### config.mk
export PLATFORM = sky130hd
export DESIGN_NAME = ramped_differential_drive_mixer_flat
export DESIGN_NICKNAME = d
export VERILOG_FILES = /design/src/hdl/rddm_pkg.sv /design/src/hdl/rddm_if.sv /design/src/hdl/ramped_differential_drive_mixer.sv /design/src/hdl/rddm_front.sv /design/src/hdl/rddm_queue.sv /design/src/hdl/rddm_back.sv /design/src/flat_wrapper.sv
export SDC_FILE = /design/constraint.sdc
export NUM_CORES = 1
export LEC_CHECK = 0
export ABC_AREA = 1
export BUFFER_PORTS_ARGS = -buffer_cell sky130_fd_sc_hd__clkbuf_2
export CAP_MARGIN = 15
export CORE_ASPECT_RATIO = 1.2
export CORE_MARGIN = 1
export CORE_UTILIZATION = 60
export CTS_CLUSTER_SIZE = 25
export DETAILED_ROUTE_END_ITERATION = 7
export GPL_ROUTABILITY_DRIVEN = 0
export HOLD_SLACK_MARGIN = 0.08
export PLACE_DENSITY_LB_ADDON = 0.2
export SLEW_MARGIN = 30
export SYNTH_ARGS = -nofsm -noshare
export SYNTH_HDL_FRONTEND = slang
export SYNTH_SLANG_ARGS = --single-unit
### constraint.sdc
create_clock -name clk -period 8.6 [get_ports clk]
set_input_delay 0 -clock clk [delete_from_list [all_inputs] [get_ports clk]]
set_output_delay 0 -clock clk [all_outputs]
set_load 0.01 [all_outputs]
### src/hdl/rddm_pkg.sv
// ----------------------------------------------------------------------------
// rddm_pkg: shared types and constants
// Command codes, register indexes, queue job word and mixer state encoding
// for the ramped differential drive mixer.
// ----------------------------------------------------------------------------
package rddm_pkg;

    localparam int CFG_INDEX_W = 2;
    localparam int CFG_DATA_W  = 16;

    // command word mode codes
    localparam logic [1:0] MODE_TICK   = 2'd0;
    localparam logic [1:0] MODE_STOP   = 2'd1;
    localparam logic [1:0] MODE_DIRECT = 2'd2;

    // configuration register indexes
    localparam logic [CFG_INDEX_W-1:0] REG_ACCEL_STEP    = 2'd0;
    localparam logic [CFG_INDEX_W-1:0] REG_DECEL_STEP    = 2'd1;
    localparam logic [CFG_INDEX_W-1:0] REG_REVERSE_STEP  = 2'd2;
    localparam logic [CFG_INDEX_W-1:0] REG_UPDATE_PERIOD = 2'd3;

    localparam logic signed [7:0] SPEED_LIMIT  = 8'sd100;
    localparam logic [7:0]        DEADBAND     = 8'd5;
    localparam logic [7:0]        SPOT_LIMIT   = 8'd10;
    localparam logic [7:0]        SPOT_FLOOR   = 8'd25;
    localparam logic [15:0]       MIN_INTERVAL = 16'd10;

    // one mix job: speeds to mix and ramped speeds to report
    typedef struct packed {
        logic signed [7:0] mix_straight;
        logic signed [7:0] mix_turn;
        logic signed [7:0] ramped_straight;
        logic signed [7:0] ramped_turn;
    } job_t;

    typedef enum logic [2:0] {
        MIX_IDLE,
        MIX_DEADBAND,
        MIX_SUM,
        MIX_NORM,
        MIX_DIV,
        MIX_DONE
    } mix_state_t;

endpackage

### src/hdl/rddm_if.sv
// ----------------------------------------------------------------------------
// rddm_if: command and drive channels
// Valid/ready channels carrying the command word and the drive word.
// ----------------------------------------------------------------------------
interface rddm_cmd_if;
    logic              valid;
    logic              ready;
    logic [1:0]        mode;
    logic signed [7:0] cmd_straight;
    logic signed [7:0] cmd_turn;

    modport source (output valid, output mode, output cmd_straight, output cmd_turn,
                    input ready);
    modport sink   (input valid, input mode, input cmd_straight, input cmd_turn,
                    output ready);
endinterface

interface rddm_drive_if;
    logic              valid;
    logic              ready;
    logic signed [7:0] left_drive;
    logic signed [7:0] right_drive;
    logic signed [7:0] ramped_straight;
    logic signed [7:0] ramped_turn;

    modport source (output valid, output left_drive, output right_drive,
                    output ramped_straight, output ramped_turn, input ready);
    modport sink   (input valid, input left_drive, input right_drive,
                    input ramped_straight, input ramped_turn, output ready);
endinterface

### src/hdl/ramped_differential_drive_mixer.sv
// ----------------------------------------------------------------------------
// ramped_differential_drive_mixer: arcade drive mixer with ramped speeds
//
//   port    | dir  | carries
//   --------+------+--------------------------------------------------
//   cmd     | sink | mode, cmd_straight, cmd_turn (tick / stop / direct)
//   drive   | src  | left_drive, right_drive, ramped_straight, ramped_turn
//   cfg_*   | in   | register write: index 0..3, 16-bit data
//
// The intake takes one command word per cycle while the two-entry job queue
// has room; ticks that produce no drive word never reach the queue.
// The mixer steps each drive word through deadband, sum and normalization states,
// plus a 7-step divider on overflow; that mixer sequence sets the sustained rate.
// Reset clears the ramped speeds, the tick count, the queue and the output.
// A stalled drive word holds in the output register; the next job waits in
// the mixer and further commands fill the queue before cmd.ready drops.
// ----------------------------------------------------------------------------
module ramped_differential_drive_mixer (
    input  logic                             clk,
    input  logic                             rst_n,
    input  logic                             cfg_we,
    input  logic [rddm_pkg::CFG_INDEX_W-1:0] cfg_index,
    input  logic [rddm_pkg::CFG_DATA_W-1:0]  cfg_data,
    rddm_cmd_if.sink                         cmd,
    rddm_drive_if.source                     drive
);

    logic           q_push;
    logic           q_full;
    logic           q_pop;
    logic           q_empty;
    rddm_pkg::job_t q_push_job;
    rddm_pkg::job_t q_pop_job;

    rddm_front u_front (
        .clk       (clk),
        .rst_n     (rst_n),
        .cfg_we    (cfg_we),
        .cfg_index (cfg_index),
        .cfg_data  (cfg_data),
        .cmd       (cmd),
        .q_full    (q_full),
        .q_push    (q_push),
        .q_job     (q_push_job)
    );

    rddm_queue u_queue (
        .clk      (clk),
        .rst_n    (rst_n),
        .push     (q_push),
        .push_job (q_push_job),
        .full     (q_full),
        .pop      (q_pop),
        .pop_job  (q_pop_job),
        .empty    (q_empty)
    );

    rddm_back u_back (
        .clk     (clk),
        .rst_n   (rst_n),
        .q_empty (q_empty),
        .q_job   (q_pop_job),
        .q_pop   (q_pop),
        .drive   (drive)
    );

endmodule

### src/hdl/rddm_front.sv
// ----------------------------------------------------------------------------
// rddm_front: command intake and speed ramp
// Holds the configuration registers, counts ticks, steps the ramped speeds
// and pushes one mix job for each command word that yields a drive word.
// ----------------------------------------------------------------------------
module rddm_front (
    input  logic                               clk,
    input  logic                               rst_n,
    input  logic                               cfg_we,
    input  logic [rddm_pkg::CFG_INDEX_W-1:0]   cfg_index,
    input  logic [rddm_pkg::CFG_DATA_W-1:0]    cfg_data,
    rddm_cmd_if.sink                           cmd,
    input  logic                               q_full,
    output logic                               q_push,
    output rddm_pkg::job_t                     q_job
);

    logic [7:0]        accel_reg;
    logic [7:0]        decel_reg;
    logic [7:0]        reverse_reg;
    logic [15:0]       interval_reg;
    logic signed [7:0] cur_straight_reg, cur_straight_next;
    logic signed [7:0] cur_turn_reg, cur_turn_next;
    logic [15:0]       elapsed_reg, elapsed_next;

    logic              accept;
    logic [15:0]       interval_eff;
    logic [15:0]       elapsed_inc;
    logic signed [7:0] tgt_straight;
    logic signed [7:0] tgt_turn;
    logic signed [7:0] ramp_straight;
    logic signed [7:0] ramp_turn;

    function automatic logic signed [7:0] clamp_cmd(input logic signed [7:0] v);
        if (v > rddm_pkg::SPEED_LIMIT)
            return rddm_pkg::SPEED_LIMIT;
        else if (v < -rddm_pkg::SPEED_LIMIT)
            return -rddm_pkg::SPEED_LIMIT;
        else
            return v;
    endfunction

    function automatic logic signed [10:0] step_of(input logic [7:0] s);
        return (s == 8'd0) ? 11'sd1 : signed'({3'b000, s});
    endfunction

    // one ramp step of cur toward tgt; both stay within +-100
    function automatic logic signed [7:0] ramp(
        input logic signed [7:0] cur,
        input logic signed [7:0] tgt,
        input logic [7:0]        acc,
        input logic [7:0]        dec,
        input logic [7:0]        rev
    );
        logic signed [10:0] c;
        logic signed [10:0] t;
        logic signed [10:0] s;
        logic signed [10:0] sum;
        logic signed [10:0] res;
        logic signed [10:0] cm;
        logic signed [10:0] tm;
        c   = {{3{cur[7]}}, cur};
        t   = {{3{tgt[7]}}, tgt};
        cm  = (c < 0) ? -c : c;
        tm  = (t < 0) ? -t : t;
        res = c;
        sum = c;
        s   = step_of(acc);
        if (c == t)
        begin
            res = c;
        end
        else if ((c > 0 && t < 0) || (c < 0 && t > 0))
        begin
            // reversal: brake toward zero only
            s = step_of(rev);
            if (c > 0)
            begin
                sum = c - s;
                res = (sum < 0) ? 11'sd0 : sum;
            end
            else
            begin
                sum = c + s;
                res = (sum > 0) ? 11'sd0 : sum;
            end
        end
        else
        begin
            s = (cm < tm) ? step_of(acc) : step_of(dec);
            if (t > c)
            begin
                sum = c + s;
                res = (sum > t) ? t : sum;
            end
            else
            begin
                sum = c - s;
                res = (sum < t) ? t : sum;
            end
        end
        return res[7:0];
    endfunction

    assign cmd.ready = !q_full;
    assign accept    = cmd.valid && !q_full;

    assign interval_eff  = (interval_reg < rddm_pkg::MIN_INTERVAL) ?
                           rddm_pkg::MIN_INTERVAL : interval_reg;
    assign elapsed_inc   = (elapsed_reg == 16'hFFFF) ? elapsed_reg : elapsed_reg + 16'd1;
    assign tgt_straight  = clamp_cmd(cmd.cmd_straight);
    assign tgt_turn      = clamp_cmd(cmd.cmd_turn);
    assign ramp_straight = ramp(cur_straight_reg, tgt_straight, accel_reg, decel_reg,
                                reverse_reg);
    assign ramp_turn     = ramp(cur_turn_reg, tgt_turn, accel_reg, decel_reg, reverse_reg);

    always_comb
    begin
        cur_straight_next = cur_straight_reg;
        cur_turn_next     = cur_turn_reg;
        elapsed_next      = elapsed_reg;
        q_push            = 1'b0;
        q_job             = '{mix_straight: cur_straight_reg, mix_turn: cur_turn_reg,
                              ramped_straight: cur_straight_reg,
                              ramped_turn: cur_turn_reg};
        if (accept)
        begin
            case (cmd.mode)
                rddm_pkg::MODE_TICK:
                begin
                    if (elapsed_inc >= interval_eff)
                    begin
                        elapsed_next      = 16'd0;
                        cur_straight_next = ramp_straight;
                        cur_turn_next     = ramp_turn;
                        q_push            = 1'b1;
                        q_job             = '{mix_straight: ramp_straight,
                                              mix_turn: ramp_turn,
                                              ramped_straight: ramp_straight,
                                              ramped_turn: ramp_turn};
                    end
                    else
                    begin
                        elapsed_next = elapsed_inc;
                    end
                end
                rddm_pkg::MODE_STOP:
                begin
                    // mixing zeros gives zero drive
                    cur_straight_next = 8'sd0;
                    cur_turn_next     = 8'sd0;
                    q_push            = 1'b1;
                    q_job             = '{default: 8'sd0};
                end
                rddm_pkg::MODE_DIRECT:
                begin
                    q_push = 1'b1;
                    q_job  = '{mix_straight: cmd.cmd_straight, mix_turn: cmd.cmd_turn,
                               ramped_straight: cur_straight_reg,
                               ramped_turn: cur_turn_reg};
                end
                default:
                begin
                    q_push = 1'b0;
                end
            endcase
        end
    end

    always_ff @(posedge clk or negedge rst_n)
    begin
        if (!rst_n)
        begin
            cur_straight_reg <= 8'sd0;
            cur_turn_reg     <= 8'sd0;
            elapsed_reg      <= 16'd0;
        end
        else
        begin
            cur_straight_reg <= cur_straight_next;
            cur_turn_reg     <= cur_turn_next;
            elapsed_reg      <= elapsed_next;
        end
    end

    always_ff @(posedge clk or negedge rst_n)
    begin
        if (!rst_n)
        begin
            accel_reg    <= 8'd5;
            decel_reg    <= 8'd5;
            reverse_reg  <= 8'd10;
            interval_reg <= 16'd20;
        end
        else if (cfg_we)
        begin
            case (cfg_index)
                rddm_pkg::REG_ACCEL_STEP:    accel_reg    <= cfg_data[7:0];
                rddm_pkg::REG_DECEL_STEP:    decel_reg    <= cfg_data[7:0];
                rddm_pkg::REG_REVERSE_STEP:  reverse_reg  <= cfg_data[7:0];
                rddm_pkg::REG_UPDATE_PERIOD: interval_reg <= cfg_data[15:0];
                default:                     interval_reg <= interval_reg;
            endcase
        end
    end

endmodule

### src/hdl/rddm_queue.sv
// ----------------------------------------------------------------------------
// rddm_queue: two-entry job queue
// Decouples command intake from the mixer.
// ----------------------------------------------------------------------------
module rddm_queue (
    input  logic           clk,
    input  logic           rst_n,
    input  logic           push,
    input  rddm_pkg::job_t push_job,
    output logic           full,
    input  logic           pop,
    output rddm_pkg::job_t pop_job,
    output logic           empty
);

    rddm_pkg::job_t entry_reg [2];
    logic           wr_ptr_reg, wr_ptr_next;
    logic           rd_ptr_reg, rd_ptr_next;
    logic [1:0]     count_reg, count_next;
    logic           do_push;
    logic           do_pop;

    assign full    = (count_reg == 2'd2);
    assign empty   = (count_reg == 2'd0);
    assign do_push = push && !full;
    assign do_pop  = pop && !empty;
    assign pop_job = entry_reg[rd_ptr_reg];

    always_comb
    begin
        wr_ptr_next = do_push ? !wr_ptr_reg : wr_ptr_reg;
        rd_ptr_next = do_pop ? !rd_ptr_reg : rd_ptr_reg;
        count_next  = count_reg + {1'b0, do_push} - {1'b0, do_pop};
    end

    always_ff @(posedge clk or negedge rst_n)
    begin
        if (!rst_n)
        begin
            wr_ptr_reg <= 1'b0;
            rd_ptr_reg <= 1'b0;
            count_reg  <= 2'd0;
        end
        else
        begin
            wr_ptr_reg <= wr_ptr_next;
            rd_ptr_reg <= rd_ptr_next;
            count_reg  <= count_next;
        end
    end

    always_ff @(posedge clk)
    begin
        if (do_push)
            entry_reg[wr_ptr_reg] <= push_job;
    end

endmodule

### src/hdl/rddm_back.sv
// ----------------------------------------------------------------------------
// rddm_back: drive mixer
// Deadband, turn scaling, spot turn, overflow normalization by a shared
// bit-serial divider lane pair, and the output register.
// ----------------------------------------------------------------------------
module rddm_back (
    input  logic           clk,
    input  logic           rst_n,
    input  logic           q_empty,
    input  rddm_pkg::job_t q_job,
    output logic           q_pop,
    rddm_drive_if.source   drive
);

    rddm_pkg::mix_state_t state_reg, state_next;

    logic signed [7:0] st_reg, st_next;
    logic signed [7:0] tu_reg, tu_next;
    logic signed [7:0] rs_reg, rs_next;
    logic signed [7:0] rt_reg, rt_next;
    logic signed [7:0] fs_reg, fs_next;
    logic signed [7:0] a_reg, a_next;
    logic signed [8:0] l_reg, l_next;
    logic signed [8:0] r_reg, r_next;
    logic [7:0]        m_reg, m_next;
    logic [14:0]       num_l_reg, num_l_next;
    logic [14:0]       num_r_reg, num_r_next;
    logic [6:0]        quot_l_reg, quot_l_next;
    logic [6:0]        quot_r_reg, quot_r_next;
    logic [2:0]        cnt_reg, cnt_next;

    logic              out_valid_reg, out_valid_next;
    logic signed [7:0] left_reg, left_next;
    logic signed [7:0] right_reg, right_next;
    logic signed [7:0] ors_reg, ors_next;
    logic signed [7:0] ort_reg, ort_next;

    logic [7:0]        st_mag, ft_mag, fs_mag, a_mag;
    logic [7:0]        lm, rm, lsp, rsp;
    logic signed [7:0] ft;
    logic signed [8:0] l9, r9;
    logic [14:0]       trial;
    logic              out_free;

    function automatic logic [7:0] mag8(input logic signed [7:0] v);
        return v[7] ? 8'(-v) : 8'(v);
    endfunction

    function automatic logic [7:0] mag9(input logic signed [8:0] v);
        logic [8:0] t;
        t = v[8] ? 9'(-v) : 9'(v);
        return t[7:0];
    endfunction

    // floor(x/5) for x below 1024: x*205 >> 10
    function automatic logic [7:0] div5(input logic [9:0] x);
        logic [17:0] p;
        p = 18'(x) * 18'd205;
        return p[17:10];
    endfunction

    function automatic logic signed [8:0] apply_sign(input logic neg, input logic [7:0] m);
        return neg ? -signed'({1'b0, m}) : signed'({1'b0, m});
    endfunction

    function automatic logic [7:0] spot_floor(input logic [7:0] m);
        return (m != 8'd0 && m < rddm_pkg::SPOT_FLOOR) ? rddm_pkg::SPOT_FLOOR : m;
    endfunction

    assign out_free = !out_valid_reg || drive.ready;

    always_comb
    begin
        state_next     = state_reg;
        st_next        = st_reg;
        tu_next        = tu_reg;
        rs_next        = rs_reg;
        rt_next        = rt_reg;
        fs_next        = fs_reg;
        a_next         = a_reg;
        l_next         = l_reg;
        r_next         = r_reg;
        m_next         = m_reg;
        num_l_next     = num_l_reg;
        num_r_next     = num_r_reg;
        quot_l_next    = quot_l_reg;
        quot_r_next    = quot_r_reg;
        cnt_next       = cnt_reg;
        out_valid_next = (out_valid_reg && !drive.ready);
        left_next      = left_reg;
        right_next     = right_reg;
        ors_next       = ors_reg;
        ort_next       = ort_reg;
        q_pop          = 1'b0;

        st_mag = mag8(st_reg);
        ft_mag = mag8(tu_reg);
        ft     = (ft_mag < rddm_pkg::DEADBAND) ? 8'sd0 : tu_reg;
        a_mag  = div5({mag8(ft), 2'b00});
        fs_mag = mag8(fs_reg);
        l9     = {fs_reg[7], fs_reg} + {a_reg[7], a_reg};
        r9     = {fs_reg[7], fs_reg} - {a_reg[7], a_reg};
        lsp    = spot_floor(div5({mag9(l9), 2'b00}));
        rsp    = spot_floor(div5({mag9(r9), 2'b00}));
        lm     = mag9(l_reg);
        rm     = mag9(r_reg);
        trial  = 15'(m_reg) << cnt_reg;

        case (state_reg)
            rddm_pkg::MIX_IDLE:
            begin
                if (!q_empty)
                begin
                    q_pop      = 1'b1;
                    st_next    = q_job.mix_straight;
                    tu_next    = q_job.mix_turn;
                    rs_next    = q_job.ramped_straight;
                    rt_next    = q_job.ramped_turn;
                    state_next = rddm_pkg::MIX_DEADBAND;
                end
            end
            rddm_pkg::MIX_DEADBAND:
            begin
                fs_next    = (st_mag < rddm_pkg::DEADBAND) ? 8'sd0 : st_reg;
                a_next     = 8'(apply_sign(ft[7], a_mag));
                state_next = rddm_pkg::MIX_SUM;
            end
            rddm_pkg::MIX_SUM:
            begin
                // spot turn: scale both sides by 4/5 with a floor
                if (fs_mag < rddm_pkg::SPOT_LIMIT && a_reg != 8'sd0)
                begin
                    l_next = apply_sign(l9[8], lsp);
                    r_next = apply_sign(r9[8], rsp);
                end
                else
                begin
                    l_next = l9;
                    r_next = r9;
                end
                state_next = rddm_pkg::MIX_NORM;
            end
            rddm_pkg::MIX_NORM:
            begin
                m_next = (lm > rm) ? lm : rm;
                if (m_next > 8'd100)
                begin
                    num_l_next  = 15'(lm) * 15'd100;
                    num_r_next  = 15'(rm) * 15'd100;
                    quot_l_next = 7'd0;
                    quot_r_next = 7'd0;
                    cnt_next    = 3'd6;
                    state_next  = rddm_pkg::MIX_DIV;
                end
                else
                begin
                    state_next = rddm_pkg::MIX_DONE;
                end
            end
            rddm_pkg::MIX_DIV:
            begin
                // one quotient bit per cycle on both lanes; quotient fits 7 bits
                if (num_l_reg >= trial)
                begin
                    num_l_next           = num_l_reg - trial;
                    quot_l_next[cnt_reg] = 1'b1;
                end
                if (num_r_reg >= trial)
                begin
                    num_r_next           = num_r_reg - trial;
                    quot_r_next[cnt_reg] = 1'b1;
                end
                if (cnt_reg == 3'd0)
                begin
                    l_next     = apply_sign(l_reg[8], {1'b0, quot_l_next});
                    r_next     = apply_sign(r_reg[8], {1'b0, quot_r_next});
                    state_next = rddm_pkg::MIX_DONE;
                end
                else
                begin
                    cnt_next = cnt_reg - 3'd1;
                end
            end
            rddm_pkg::MIX_DONE:
            begin
                if (out_free)
                begin
                    out_valid_next = 1'b1;
                    left_next      = 8'(-l_reg);
                    right_next     = r_reg[7:0];
                    ors_next       = rs_reg;
                    ort_next       = rt_reg;
                    state_next     = rddm_pkg::MIX_IDLE;
                end
            end
            default:
            begin
                state_next = rddm_pkg::MIX_IDLE;
            end
        endcase
    end

    always_ff @(posedge clk or negedge rst_n)
    begin
        if (!rst_n)
        begin
            state_reg     <= rddm_pkg::MIX_IDLE;
            out_valid_reg <= 1'b0;
        end
        else
        begin
            state_reg     <= state_next;
            out_valid_reg <= out_valid_next;
        end
    end

    always_ff @(posedge clk)
    begin
        st_reg     <= st_next;
        tu_reg     <= tu_next;
        rs_reg     <= rs_next;
        rt_reg     <= rt_next;
        fs_reg     <= fs_next;
        a_reg      <= a_next;
        l_reg      <= l_next;
        r_reg      <= r_next;
        m_reg      <= m_next;
        num_l_reg  <= num_l_next;
        num_r_reg  <= num_r_next;
        quot_l_reg <= quot_l_next;
        quot_r_reg <= quot_r_next;
        cnt_reg    <= cnt_next;
        left_reg   <= left_next;
        right_reg  <= right_next;
        ors_reg    <= ors_next;
        ort_reg    <= ort_next;
    end

    assign drive.valid           = out_valid_reg;
    assign drive.left_drive      = left_reg;
    assign drive.right_drive     = right_reg;
    assign drive.ramped_straight = ors_reg;
    assign drive.ramped_turn     = ort_reg;

    a_drive_range: assert property (@(posedge clk) disable iff (!rst_n)
        out_valid_reg |-> (left_reg >= -8'sd100 && left_reg <= 8'sd100 &&
                           right_reg >= -8'sd100 && right_reg <= 8'sd100))
        else $error("drive word out of range");

    a_div_exit: assert property (@(posedge clk) disable iff (!rst_n)
        (state_reg == rddm_pkg::MIX_DIV) |=>
            (state_reg == rddm_pkg::MIX_DIV || state_reg == rddm_pkg::MIX_DONE))
        else $error("divider left to a wrong state");

    a_div_result: assert property (@(posedge clk) disable iff (!rst_n)
        (state_reg == rddm_pkg::MIX_DIV && cnt_reg == 3'd0) |=>
            (l_reg >= -9'sd100 && l_reg <= 9'sd100 &&
             r_reg >= -9'sd100 && r_reg <= 9'sd100))
        else $error("normalized value above limit");

    a_pop_idle: assert property (@(posedge clk) disable iff (!rst_n)
        q_pop |-> (state_reg == rddm_pkg::MIX_IDLE && !q_empty))
        else $error("job taken while mixer busy");

endmodule

### src/flat_wrapper.sv
// flat-port wrapper written by rule: the top's interface ports become plain ports
module ramped_differential_drive_mixer_flat 
  (clk, rst_n, cfg_we, cfg_index, cfg_data, cmd_valid, cmd_mode, cmd_cmd_straight, cmd_cmd_turn, cmd_ready, drive_valid, drive_left_drive, drive_right_drive, drive_ramped_straight, drive_ramped_turn, drive_ready);
  rddm_cmd_if cmd_i ();
  rddm_drive_if drive_i ();
  input  logic clk;
  input  logic rst_n;
  input  logic cfg_we;
  input  logic [rddm_pkg::CFG_INDEX_W-1:0] cfg_index;
  input  logic [rddm_pkg::CFG_DATA_W-1:0] cfg_data;
  input wire logic [$bits(cmd_i.valid)-1:0] cmd_valid;
  input wire logic [$bits(cmd_i.mode)-1:0] cmd_mode;
  input wire logic [$bits(cmd_i.cmd_straight)-1:0] cmd_cmd_straight;
  input wire logic [$bits(cmd_i.cmd_turn)-1:0] cmd_cmd_turn;
  output wire logic [$bits(cmd_i.ready)-1:0] cmd_ready;
  output wire logic [$bits(drive_i.valid)-1:0] drive_valid;
  output wire logic [$bits(drive_i.left_drive)-1:0] drive_left_drive;
  output wire logic [$bits(drive_i.right_drive)-1:0] drive_right_drive;
  output wire logic [$bits(drive_i.ramped_straight)-1:0] drive_ramped_straight;
  output wire logic [$bits(drive_i.ramped_turn)-1:0] drive_ramped_turn;
  input wire logic [$bits(drive_i.ready)-1:0] drive_ready;
  assign cmd_i.valid = cmd_valid;
  assign cmd_i.mode = cmd_mode;
  assign cmd_i.cmd_straight = cmd_cmd_straight;
  assign cmd_i.cmd_turn = cmd_cmd_turn;
  assign cmd_ready = cmd_i.ready;
  assign drive_valid = drive_i.valid;
  assign drive_left_drive = drive_i.left_drive;
  assign drive_right_drive = drive_i.right_drive;
  assign drive_ramped_straight = drive_i.ramped_straight;
  assign drive_ramped_turn = drive_i.ramped_turn;
  assign drive_i.ready = drive_ready;
  ramped_differential_drive_mixer u_core (.clk(clk), .rst_n(rst_n), .cfg_we(cfg_we), .cfg_index(cfg_index), .cfg_data(cfg_data), .cmd(cmd_i), .drive(drive_i));
endmodule
# [Word-level counts from Yosys, hierarchy flattened]
# Memories as Yosys holds them, arrays and structs flattened. A register that Yosys moved wholly into a read port is not among the register bits.
# Index checks and enable logic that the tools add are counted.
[totals] ff_bits=201 ramBits=64 input_bits=41 output_inout_bits=34 word_cells=272 memories=1
[memory_table] name="u_core.u_queue.entry_reg" depth=2 width=32 read_ports=1 rd_ports_with_merged_regs=1 write_ports=1 line="rddm_queue.sv:16" text="rddm_pkg::job_t entry_reg [2];"
[classes] add_sub_neg=33 mul=5 magnitude_cmp=37 n_eq_ne=22 shift=1 muxes=94 bitwise_logic=3 reduce_logical=50
[ops] op="two-way mux 8 bit" count=39
[ops] op="case mux 32 bit (3 select lines)" count=1
[ops] op="two-way mux 9 bit" count=8
[ops] op="negator 8 bit" count=9
[ops] op="two-way mux 32 bit" count=2
[ops] op="two-way mux 15 bit" count=4
[ops] op="case mux 15 bit (2 select lines)" count=2
[ops] op="two-way mux 11 bit" count=5
[ops] op="multiplier 8 x 8 -> 16 bit (second input constant)" count=3
[ops] op="two-way mux 16 bit" count=3
[ops] op="negator 8 -> 11 bit" count=4
[ops] op="case mux 9 bit (2 select lines)" count=2
[ops] op="two-way mux 7 bit" count=5
[ops] op="greater-than comparator 8 x 1 -> 1 bit (second input constant)" count=4
[ops] op="< comparator 8 x 1 -> 1 bit (second input constant)" count=4
[ops] op="case mux 8 bit (2 select lines)" count=2
[ops] op="adder 8 x 9 -> 10 bit" count=3
[ops] op="greater-or-equal comparator 15 bit" count=2
[ops] op="subtractor 15 bit" count=2
[ops] op="subtractor 8 x 9 -> 10 bit" count=3
[ops] op="case mux 7 bit (2 select lines)" count=2
[ops] op="multiplier 8 x 5 -> 13 bit (second input constant)" count=2
[ops] op="greater-than comparator 8 bit" count=3
[ops] op="logical NOT 8 bit" count=3
[ops] op="other kinds (54)" count=128

# [Depth between registers and ports, before layout]
[logic_depth] word_depth=16 depth_mapped=51 ltp_nobuf=50

# [Modules after synthesis]
# From an unflattened synthesis, not the netlist that was laid out.
[unflattened] hier_cells=3808 area_unflattened_um2=29263.1
[modules_own_cells] mod="rddm_back" n_inst=1 cells_per_inst=1857 area_per_inst_um2=15383.5 seq_area_each_um2=4694.5
[modules_own_cells] mod="rddm_front" n_inst=1 cells_per_inst=1750 area_per_inst_um2=11259.5 seq_area_each_um2=1811.7
[modules_own_cells] mod="rddm_queue" n_inst=1 cells_per_inst=201 area_per_inst_um2=2620.0 seq_area_each_um2=2021.9

# [Worst setup path before layout]
# Ideal clock, no wire load.
[synth_path] path_kind="flip-flop to flip-flop" from="reg u_core.u_back.fs_reg[0]" to="reg u_core.u_back.r_reg[6], data pin" setup_time_ns=0.252 t_arrival_ns=6.692 setup_slack_ns=1.656 path_stages_with_launch=44 period_less_slack_ns=6.944 path_cell_list="edfxtp_1 -> inv_1 -> ha_1 -> inv_1 -> fa_1 -> nand2_2 -> nand2_2 -> nand3_2 -> nand2_1 -> nand2_1 -> nand2_1 -> inv_1 -> clkbuf_1 -> nand2_1 -> xor2_1 -> ha_1 -> fa_1 -> inv_1 -> (+8 left out) -> a211oi_1 -> nand2_1 -> nand2_1 -> nand3_1 -> nor2_1 -> nand3_2 -> inv_2 -> or2_4 -> ha_1 -> inv_1 -> nor2_1 -> nand3_1 -> o21ai_0 -> nand2_1 -> nand3_1 -> nand2_1 -> nand2_1 -> nand2_1"
[synth_via] elab_chain_cells=11
[synth_lines] item="start: declaration" line="rddm_back.sv:21" text="logic signed [7:0] fs_reg, fs_next;"
[synth_lines] item="start signal: assignment" line="rddm_back.sv:223" text="fs_reg <= fs_next;"
[synth_lines] item="subtractor 8 x 8 -> 9 bit" line="rddm_back.sv:102" text="r9 = {fs_reg[7], fs_reg} - {a_reg[7], a_reg};"
[synth_lines] item="negator 8 bit" line="rddm_back.sv:51" text="t = v[8] ? 9'(-v) : 9'(v);"
[synth_lines] item="two-way mux 8 bit" line="rddm_back.sv:51"
[synth_lines] item="multiplier 8 x 8 -> 16 bit" line="rddm_back.sv:58" text="p = 18'(x) * 18'd205;"
[synth_lines] item="< comparator 8 x 5 -> 1 bit or nonzero test 8 bit (tied branches)" line="rddm_back.sv:67" text="return (m != 8'd0 && m < rddm_pkg::SPOT_FLOOR) ? rddm_pkg::SPOT_FLOOR : m;"
[synth_lines] item="logical AND 1 bit" line="rddm_back.sv:67"
[synth_lines] item="two-way mux 8 bit" line="rddm_back.sv:67"
[synth_lines] item="negator 8 -> 9 bit" line="rddm_back.sv:63" text="return neg ? -signed'({1'b0, m}) : signed'({1'b0, m});"
[synth_lines] item="two-way mux 9 bit" line="rddm_back.sv:63"
[synth_lines] item="two-way mux 9 bit *" line="rddm_back.sv:131" text="if (fs_mag < rddm_pkg::SPOT_LIMIT && a_reg != 8'sd0)"
[synth_lines] item="case mux 9 bit (2 select lines) *" line="rddm_back.sv:109" text="case (state_reg)"
[synth_lines] item="named net u_core.u_back.r_next[6]" line="rddm_back.sv:24" text="logic signed [8:0] r_reg, r_next;"
[synth_lines] item="end signal: assignment" line="rddm_back.sv:226" text="r_reg <= r_next;"
[synth_lines] item="end: declaration" line="rddm_back.sv:24"
# Mark *: on every way through the listed nets, which the timed path passes. The rest lies on a longest branch.
# A chain may end at the register's enable or synchronous reset.

# [Worst setup path after layout]
# Ends and elaborated chain as after synthesis.

==> flow_summary.yaml <==
global_route:
  grt_pass1_wl_um: 121000
  antenna_found_initial: 0
  gr-total-overflow: 0
  grt_max_degree: 65
  grt_pass1_vias: 24749
  grt_use_total_pct: 30.8
synthesis:
  synth_cell_types: 69
  synth_edf_count: 217
  ys.flop_type: "edfxtp_1"
  synthCells: 3584
  synth_area_leaders: "edfxtp_1 (23%), ha_1 (19%), nand2_1 (9.0%)"
  syn-cell-area_um2: 28500
  synth_top_cell_area_share_pct: 22.8
  avgSynthCellArea_um2: 7.96
  ys_warn_count: 0
  synth_top_cell_by_area: "edfxtp_1"
  yosysSeqAreaShare_pct: 29.9
  async_flop_share_pct: 26.9
  synth_seq_cells: 297
sta:
  max_freq_ghz: 0.126
  period_needed_ns: 7.94
  worst_pin_slew_ns: 1.10
  maxSlewViolCount: 0
  finalHoldViolations: 0
  slew_headroom_pct: 26.6
  fin_crit_sh_pct: 92.3
  finClkSkew_ns: 0.0288
  final-setup-viol-count: 0
  rsz0062_at_grt: "no"
  fin_tns_setup_ns: 0
die:
  start_util_pct: 60.8
  io_pins: 75
  die_area_um2: 48400
  fp.dieW_um: 201
  core_um2: 46900
  row_count: 87
  die-height_um: 241
critical_path:
  slowest_delay_ns: 0.55
  critPathLaunchType: "flop"
  critPathArrivalTime_ns: 8.29
  cp.required_ns: 8.94
  setup.worst_path.end_class: "flop"
  crit_path_frequent_cell: "nand2_1"
  slowest_stage: "fa_1"
  worst-setup-path-type: "flop to flop"
  worstPathMaxFanout: 17
flow_run:
  maxCapViolCount: 0
placement:
  portBuffers: 74
  hpwl_um: 59500
clock_tree:
  worstSkewPairLatency_ns: 0.59
  clkTransAtPathRegs_ns: 0.06
  cts_tree: "yes"
  cts.sinks: 297
  post_cts_buffers: 0
  clock_path_buffers: 3
  numCtsBuffers: 31
  cts_root_buf: "clkbuf_16"
  h-tree-depth: 1
route:
  met1Wirelength_um: 28300
  via_per_inst: 5.76
  drt-total-wl_um: 75000
  antenna_left: 0
  first_pass_iters: 6
  route.met2.wl_um: 37000
  topRoutingLayerUsed: "met4"
  wire_per_inst_um: 17.2
  route.met3.wl_um: 4120
  vias: 25051
  drc: 0
  first_iter_violations: 1733
cells_and_area:
  drive_gt1_share_pct: 7.89
  nets: 4221
  largest_reg_flops: 64
  num_antenna_cells: 0
  area_growth_pct: 9.30
run_status:
  status: "finished, final reports clean"
hold_path:
  hold_path_class: "input port to flop"
==> critical path: cells and delay by family, from the launching register on <==
kind                     cells  cell delay (ns)
adder cells (fa/ha/maj)      8             2.99
AND/OR/NAND/NOR             20             2.01
buffers and inverters        9             0.98
AO/OA/AOI/OAI                4             0.87
XOR/XNOR                     1             0.47
flip-flops                   1             0.41
==> area by class of cell <==
class / instances / area [um^2]
well taps: 623 / 779
inverters: 560 / 2100
repair buffers: 146 / 1020
clock buffers: 35 / 791
flip-flops and latches: 297 / 8530
clock inverters: 21 / 263
multi-input cells: 2668 / 17700
fillers: 3853 / 15700
==> synth_stat cells, types with 4 or more instances <==
master / number
o32ai_1: 5
nor2_1: 225
nand2_2: 19
buf_2: 4
ha_1: 425
edfxtp_1: 217
o21ai_0: 277
o22ai_1: 26
nor4_1: 21
nor2_2: 5
xor2_1: 125
nand3b_1: 7
or2_2: 10
o21ai_2: 5
dfstp_2: 8
a21oi_1: 248
nor3_1: 58
a211oi_1: 6
a21o_1: 6
mux2_2: 32
xor2_2: 5
o21a_1: 13
inv_1: 542
o21ai_1: 16
nand4_1: 28
o31ai_1: 15
nand2_1: 683
o21bai_1: 20
a31oi_1: 9
buf_1: 6
clkbuf_1: 56
inv_2: 15
a221oi_1: 5
fa_1: 51
o211ai_1: 15
nand3_1: 214
xnor2_1: 29
nand3_2: 8
dfrtp_1: 72
==> cell families (layout without fill, tap and decap cells) <==
kind of cell             Yosys count  in the layout  synth area share [%]
adder cells (fa/ha/maj)          476            476                  22.2
XOR/XNOR                         160            160                  5.07
AND/OR/NAND/NOR                 1295           1295                  19.5
flip-flops                       297            297                  29.9
other                              2             12                0.0263
multiplexers                      33             33                  1.30
buffers and inverters            629            762                  8.36
AO/OA/AOI/OAI                    692            692                  13.6
==> metrics by stage <==
step           hold WS (ns)  setup WS [ns]  cell area (um^2)  utilization [%]  std cells
2_1_floorplan        -0.296           1.66             28600                -       3594
3_3_place_gp        -0.0889          0.728             29700             63.3       4252
3_5_place_dp        -0.0898          0.371             29700             63.4       4253
4_1_cts              0.0928          0.384             31200             66.4       4347
5_1_grt               0.159         0.0377             31200             66.5       4350
6_report             0.0958          0.658             31200             66.5       4350
==> what timing repair did <==
item,4_1_cts,5_1_grt
endpoints found under the hold margin,154,1
hold buffers,38,1
gates resized for setup,0,6
setup endpoints to repair,0,66
==> worst paths after layout <==
check,start,end,cells past startpoint,slack (ns)
worst max-delay path,u_core.u_back.fs_reg[0]$_SDFFCE_PN0P_,u_core.u_back.r_reg[6]$_DFFE_PP_,42,0.66
worst min-delay path,cfg_index[0],u_core.u_front.interval_reg[2]$_DFFE_PN1P_,3,0.1
worst max register to register,u_core.u_back.fs_reg[0]$_SDFFCE_PN0P_,u_core.u_back.r_reg[6]$_DFFE_PP_,42,0.66
worst min register to register,u_core.u_back.rs_reg[3]$_DFFE_PP_,u_core.u_back.drive.ramped_straight[3]$_DFFE_PP_,0,0.42
max in group asynchronous,rst_n,u_core.u_front.interval_reg[13]$_DFFE_PN0P_,4,7.27
min in group asynchronous,rst_n,u_core.u_back.state_reg[0]$_DFFE_PN0P_,4,0.61
==> routing by layer <==
metal,vias up,track usage [%]
li1,12300,-
met1,11527,34.0
met2,936,55.7
met3,288,3.35
met4,0,21.3
met5,-,0
==> cells in the final DEF (no fill, tap or decap), types with 6 or more instances in the layout <==
cell / synthesis / routed
nor2_2: 5 / 8
conb_1: 2 / 12
inv_2: 15 / 15
o211ai_1: 15 / 15
nand4_1: 28 / 28
bufinv_16: 0 / 6
nand3b_1: 7 / 7
nand2_1: 683 / 681
o21bai_1: 20 / 20
or2_2: 10 / 10
xnor2_1: 29 / 29
dfrtp_1: 72 / 72
nand3_1: 214 / 213
nor4_1: 21 / 21
dlygate4sd3_1: 0 / 38
o21ai_1: 16 / 19
ha_1: 425 / 425
clkinv_1: 3 / 8
fa_1: 51 / 51
edfxtp_1: 217 / 217
dfstp_2: 8 / 8
o21a_1: 13 / 13
a211oi_1: 6 / 6
o31ai_1: 15 / 15
nand3_2: 8 / 9
nand2_2: 19 / 21
nor2_1: 225 / 221
a31oi_1: 9 / 9
o22ai_1: 26 / 26
clkbuf_16: 0 / 31
xor2_1: 125 / 125
a21oi_1: 248 / 247
inv_1: 542 / 542
mux2_2: 32 / 32
o21ai_0: 277 / 274
clkbuf_2: 0 / 73
nor3_1: 58 / 56
buf_4: 1 / 31
a21o_1: 6 / 6
Power is left out: the tool's default activity adds up to more than one toggle a clock period on the data nets, which glitch-free logic cannot reach.
